File: src/sv/array_heap_bump_allocator_macros.svh
// Assertion macros shared by the array heap allocator modules.
`ifndef ARRAY_HEAP_BUMP_ALLOCATOR_MACROS_SVH
`define ARRAY_HEAP_BUMP_ALLOCATOR_MACROS_SVH

// Same-cycle implication, sampled on clk, off while arst_n is low
`define AHBA_ASSERT_SAME(name, ante, cons, msg) \
	name: assert property (@(posedge clk) disable iff (!arst_n) (ante) |-> (cons)) \
		else $error(msg);

// Next-cycle implication, sampled on clk, off while arst_n is low
`define AHBA_ASSERT_NEXT(name, ante, cons, msg) \
	name: assert property (@(posedge clk) disable iff (!arst_n) (ante) |=> (cons)) \
		else $error(msg);

`endif

File: src/sv/ahba_pkg.sv
// Package: sizes, codes and control structs of the array heap allocator.
package ahba_pkg;

	localparam int CELL_COUNT = 1024;
	localparam int SLOT_COUNT = 64;

	localparam int CELL_AW  = $clog2(CELL_COUNT);
	localparam int SLOT_AW  = $clog2(SLOT_COUNT);
	localparam int OFS_W    = CELL_AW + 1;
	localparam int CUR_W    = SLOT_AW + 1;

	localparam int ACT_W    = 2;
	localparam int LEN_W    = 16;
	localparam int HND_W    = 32;
	localparam int DATA_W   = 32;
	localparam int NEWH_W   = 6;

	// Action codes
	localparam logic [ACT_W-1:0] ACT_CREATE = 2'd0;
	localparam logic [ACT_W-1:0] ACT_READ   = 2'd1;
	localparam logic [ACT_W-1:0] ACT_WRITE  = 2'd2;

	// Status codes
	localparam logic STS_OK     = 1'b0;
	localparam logic STS_REJECT = 1'b1;

	// Controller to datapath
	typedef struct packed {
		logic capture;
		logic exec;
		logic fill;
	} ahba_cmd_t;

	// Datapath to controller
	typedef struct packed {
		logic create_ok;
		logic fill_last;
	} ahba_sts_t;

endpackage

File: src/sv/ahba_ctrl.sv
// Controller: request sequencing, zero-fill walk and response valid.
`include "array_heap_bump_allocator_macros.svh"

module ahba_ctrl (
	input  logic               clk,
	input  logic               arst_n,
	input  logic               in_valid,
	output logic               in_ready,
	output logic               out_valid,
	input  logic               out_ready,
	output ahba_pkg::ahba_cmd_t cmd,
	input  ahba_pkg::ahba_sts_t sts
);
	import ahba_pkg::*;

	localparam logic [1:0] ST_IDLE = 2'd0;
	localparam logic [1:0] ST_EXEC = 2'd1;
	localparam logic [1:0] ST_FILL = 2'd2;

	logic [1:0] state_q;
	logic [1:0] state_nx;
	logic       out_valid_q;
	logic       out_free;

	assign in_ready  = (state_q == ST_IDLE);
	assign out_valid = out_valid_q;
	assign out_free  = !out_valid_q || out_ready;

	// Commands and next state
	always_comb begin
		cmd      = '0;
		state_nx = state_q;
		unique case (state_q)
			ST_IDLE: begin
				if (in_valid) begin
					cmd.capture = 1'b1;
					state_nx    = ST_EXEC;
				end
			end
			ST_EXEC: begin
				if (out_free) begin
					cmd.exec = 1'b1;
					state_nx = sts.create_ok ? ST_FILL : ST_IDLE;
				end
			end
			ST_FILL: begin
				cmd.fill = 1'b1;
				if (sts.fill_last) begin
					state_nx = ST_IDLE;
				end
			end
			default: begin
				state_nx = ST_IDLE;
			end
		endcase
	end

	always_ff @(posedge clk or negedge arst_n) begin
		if (!arst_n) begin
			state_q <= ST_IDLE;
		end else begin
			state_q <= state_nx;
		end
	end

	// Response beat valid: set on execute, dropped when taken
	always_ff @(posedge clk or negedge arst_n) begin
		if (!arst_n) begin
			out_valid_q <= 1'b0;
		end else if (cmd.exec) begin
			out_valid_q <= 1'b1;
		end else if (out_ready) begin
			out_valid_q <= 1'b0;
		end
	end

	`AHBA_ASSERT_NEXT(a_accept_goes_exec, in_valid && in_ready, (state_q == ST_EXEC) && !in_ready, "accepted beat did not move to execute")
	`AHBA_ASSERT_NEXT(a_exec_posts_rsp, cmd.exec, out_valid_q, "execute did not post a response beat")

endmodule

File: config.mk
export PLATFORM = sky130hd
export DESIGN_NAME = ahba_ctrl
export DESIGN_NICKNAME = d
export VERILOG_FILES = /design/src/sv/ahba_pkg.sv /design/src/sv/ahba_ctrl.sv
export VERILOG_INCLUDE_DIRS = /design/src /design/src/sv
export SDC_FILE = /design/constraint.sdc
export NUM_CORES = 1
export LEC_CHECK = 0
export BUFFER_PORTS_ARGS = -buffer_cell sky130_fd_sc_hd__buf_4
export CAP_MARGIN = 20
export CORE_AREA = 2 2 39 41
export DETAILED_ROUTE_END_ITERATION = 6
export DIE_AREA = 0 0 41 43
export HOLD_SLACK_MARGIN = 0.08
export PLACE_DENSITY = 0.38
export SYNTH_ARGS = -nofsm -noshare
export SYNTH_HDL_FRONTEND = slang
export SYNTH_SLANG_ARGS = --single-unit
File: constraint.sdc
create_clock -name clk -period 0.9 [get_ports clk]
set_input_delay 0.135 -clock clk [delete_from_list [all_inputs] [get_ports clk]]
set_output_delay 0.135 -clock clk [all_outputs]
set_load 0.01 [all_outputs]
# Word-level counts from Yosys, hierarchy flattened
# Index checks and enable logic that the tools add are counted.
# word_totals
reg_bits	3
out_inout_bits	5
word_cells	24
in_bits	6
# classes
muxes	12
reduce_logical	5
n_eq_ne	5
# ops
op	count
$mux W2	4
$mux W1	7
$ne A2 B2 Y1 const B	3
$pmux W2 S3	1
$reduce_and A3 Y1	1
$eq A2 B1 Y1 const B	1
$eq A2 B2 Y1 const B	1
$logic_not A2 Y1	1
$reduce_bool A2 Y1	1
$logic_not A1 Y1	1
$logic_or A1 B1 Y1	1

# Longest topological paths before layout
# depth
depth_word	5
mapped_depth	2
ltp_nobuf	2

# Worst setup path after synthesis
# OpenSTA, ideal clock, no wires.
# synth_path
kind	reg2out
start	register state_q[0]
end	output port cmd[2] in the netlist's numbering
n_path_buf	0
arrival_time_ns	0.830
required_time_ns	0.765
path_stages_with_launch	3
setup_slack_ns	-0.065
cell_sequence	dfrtp_1 -> nor2_1 -> and2_1
# synth_lines
item	line_no	rtl
start: declaration	ahba_ctrl.sv:20	logic [1:0] state_q;
start signal: assignment	ahba_ctrl.sv:62	state_q <= state_nx;
end: declaration	ahba_ctrl.sv:11	output ahba_pkg::ahba_cmd_t cmd,

==> flow_summary.ini <==
[layout]
instances_no_fill = 53
num_antenna_cells = 0
final_nets = 44
area_delta_synth_final_pct = 138
drive_gt1_share_pct = 78.4
fillers = 161

[floorplan]
die-area_sq_um = 1760
start_util_pct = 12.0
ioPinCount = 11
die_y_microns = 43
core-area_sq_um = 1380
rows = 14
die_w_microns = 41

[pwr]
powerDensity_nw_per_um2 = 3280
ir_worst_vdd_uv = 1190
power_mw = 1.30
power_leakage_nw = 0.191

[setup_path]
cp-end-kind = output pin
regToRegSetupSlack_ns = -0.09
critical_path_arrival_ns = 1.04
reg2reg_depth = 3
crit_fanout = 5
critPathCapture = cmd[2]
worstSetupStartpointType = flop
crit_type = reg2out
worstReg2RegEnd = state_q[1]
timing.rr.start = state_q[1]
startpoint = state_q[0]
crit_required_ns = 0.76

[run_status]
violations = negative setup slack
status = finished, violations left

[logic_synthesis]
synth_seq_area_share_pct = 45.1
synth-seq-cells = 3
yosysWarnings = 0
postSynth.asyncResetShare_pct = 100
synth-edff-count = 0
yosysTopAreaCellShare_pct = 45.1
synth_flop_cell = dfrtp_1
synth_area_sq_um = 166
synth_nets = 22
yosys.area.top_type = dfrtp_1
synth_area_leaders = dfrtp_1 45%, nand2b_1 11%, o32ai_2 9.8%, nand2b_4 8.3%, nor2b_2 5.3%
synth_cell_type_count = 10
avgSynthCellArea_sq_um = 10.4
syn_inst = 16
synth_common_cells = 3 x dfrtp_1, 3 x nand2b_1, 2 x inv_1, 2 x nor2_1

[global_routing]
grt_overflow = 0
grt_antenna_before_repair = 0
first_global_vias = 178
grtUsageTotal_pct = 6.34
grt_max_degree = 6
grt_pass1_wl_microns = 690

[route]
ant_nets = 0
first_pass_iters = 2
drc = 0
via_count = 192
avgRoutedWirePerCell_microns = 9.19
viasPerCell = 3.62
drt_iter0_markers = 1
wl_microns = 487

[clocking]
cts_buffer_depth = 2
cts.sinks = 3
htreeDepth = 1
path_clk_slew_ns = 0.04
cts-root-buf = clkbuf_4
numCtsBuffers = 3
clk_latency_ns = 0.23
cts_tree = done

[timing]
layout_worst_path_cycle_share_pct = 130
hold_violations = 0
min_period_ns = 1.17
slew_headroom_pct = 86.7
whs_ns = 0.192
max_freq_mhz = 852
setup_viol = 6
layout_setup_ws_ns = -0.274
finClkSkew_ns = 0.00584
drv_slew = 0
fin_setup_tns_ns = -1.12
grt_setup_unrepaired = yes
worstMarginPinSlew_ns = 0.199

[place]
dp.cells = 43
io_buffer_count = 10
dp_slack_ns = -0.0415
routabilityCongestion = 0.618

[hold_path]
hold_path_class = in2reg

[job]
cap_violations = 0
## flip-flops by register name (all words and copies together), names as in the netlist
signal,cells
state_q,2
out_valid,1
## report_power, final
part	internal (mW)	switching, mW
sequential	0.203	0.0869
combinational	0.502	0.266
clock	0.166	0.0717
total	0.872	0.425
## worst max-delay path, cell delays in order, from the launching register on
cell,delay [ns]
dfrtp_2,0.45
nor2_4,0.13
and2_4,0.14
buf_6,0.09
## per-layer routing
metal | wire [microns] | track usage (%) | vias to the layer above
met3 | 73 | 6.28 | 0
li1 | - | - | 94
met4 | 0 | 2.00 | 0
met5 | 0 | 0 | -
met2 | 198 | 6.88 | 13
met1 | 215 | 8.41 | 85
## cell usage in the layout, fill, tap and decap left out, drive strengths merged
cell type / count
buf: 15
and2: 1
nand2b: 4
nor2: 2
a21oi: 1
o32ai: 1
nand3b: 1
inv: 2
dlygate4sd3: 2
dfrtp: 3
nor2b: 1
clkbuf: 4
## stage by stage
step	area, sq um	util [%]
floorplan	169	-
global placement	272	19.6
detailed placement	272	19.6
CTS	332	24.0
global route	395	28.6
finish	395	28.6
## cell type report
class | instances | area, sq um | share of cell area [%]
timing repair buffer | 17 | 151 | 38.3
inverter | 2 | 7.51 | 1.90
tap | 16 | 20.0 | 5.06
sequential | 3 | 77.6 | 19.6
clock buffer | 4 | 26.3 | 6.65
multi-input combinational | 11 | 113 | 28.5
## worst min path at each step
stage / startpoint / to / depth (start not counted)
after floorplan: arst_n / out_valid / 0
after global placement: arst_n / state_q[0] / 1
after detailed placement: arst_n / state_q[0] / 1
after CTS: sts[0] / state_q[1] / 2
after global routing: sts[1] / state_q[1] / 3
final: in_valid / state_q[0] / 3
## cells by family (layout without fill, tap and decap cells)
family / Yosys count / count (layout) / share of synthesized area, %
and+or+nand+nor: 9 / 9 / 37.6
buffers and inverters: 2 / 23 / 4.51
DFF: 3 / 3 / 45.1
AOI/OAI and AO/OA: 2 / 2 / 12.8
## what timing repair did
action / 4_1_cts / 5_1_grt
buffers inserted: 1 / 3
pin swaps: 0 / 3
resized for setup: 5 / 9
hold buffers: 1 / 1
setup endpoints to repair: 5 / 6
hold endpoints to repair: 3 / 1
Power figures use the tool's default switching activity.
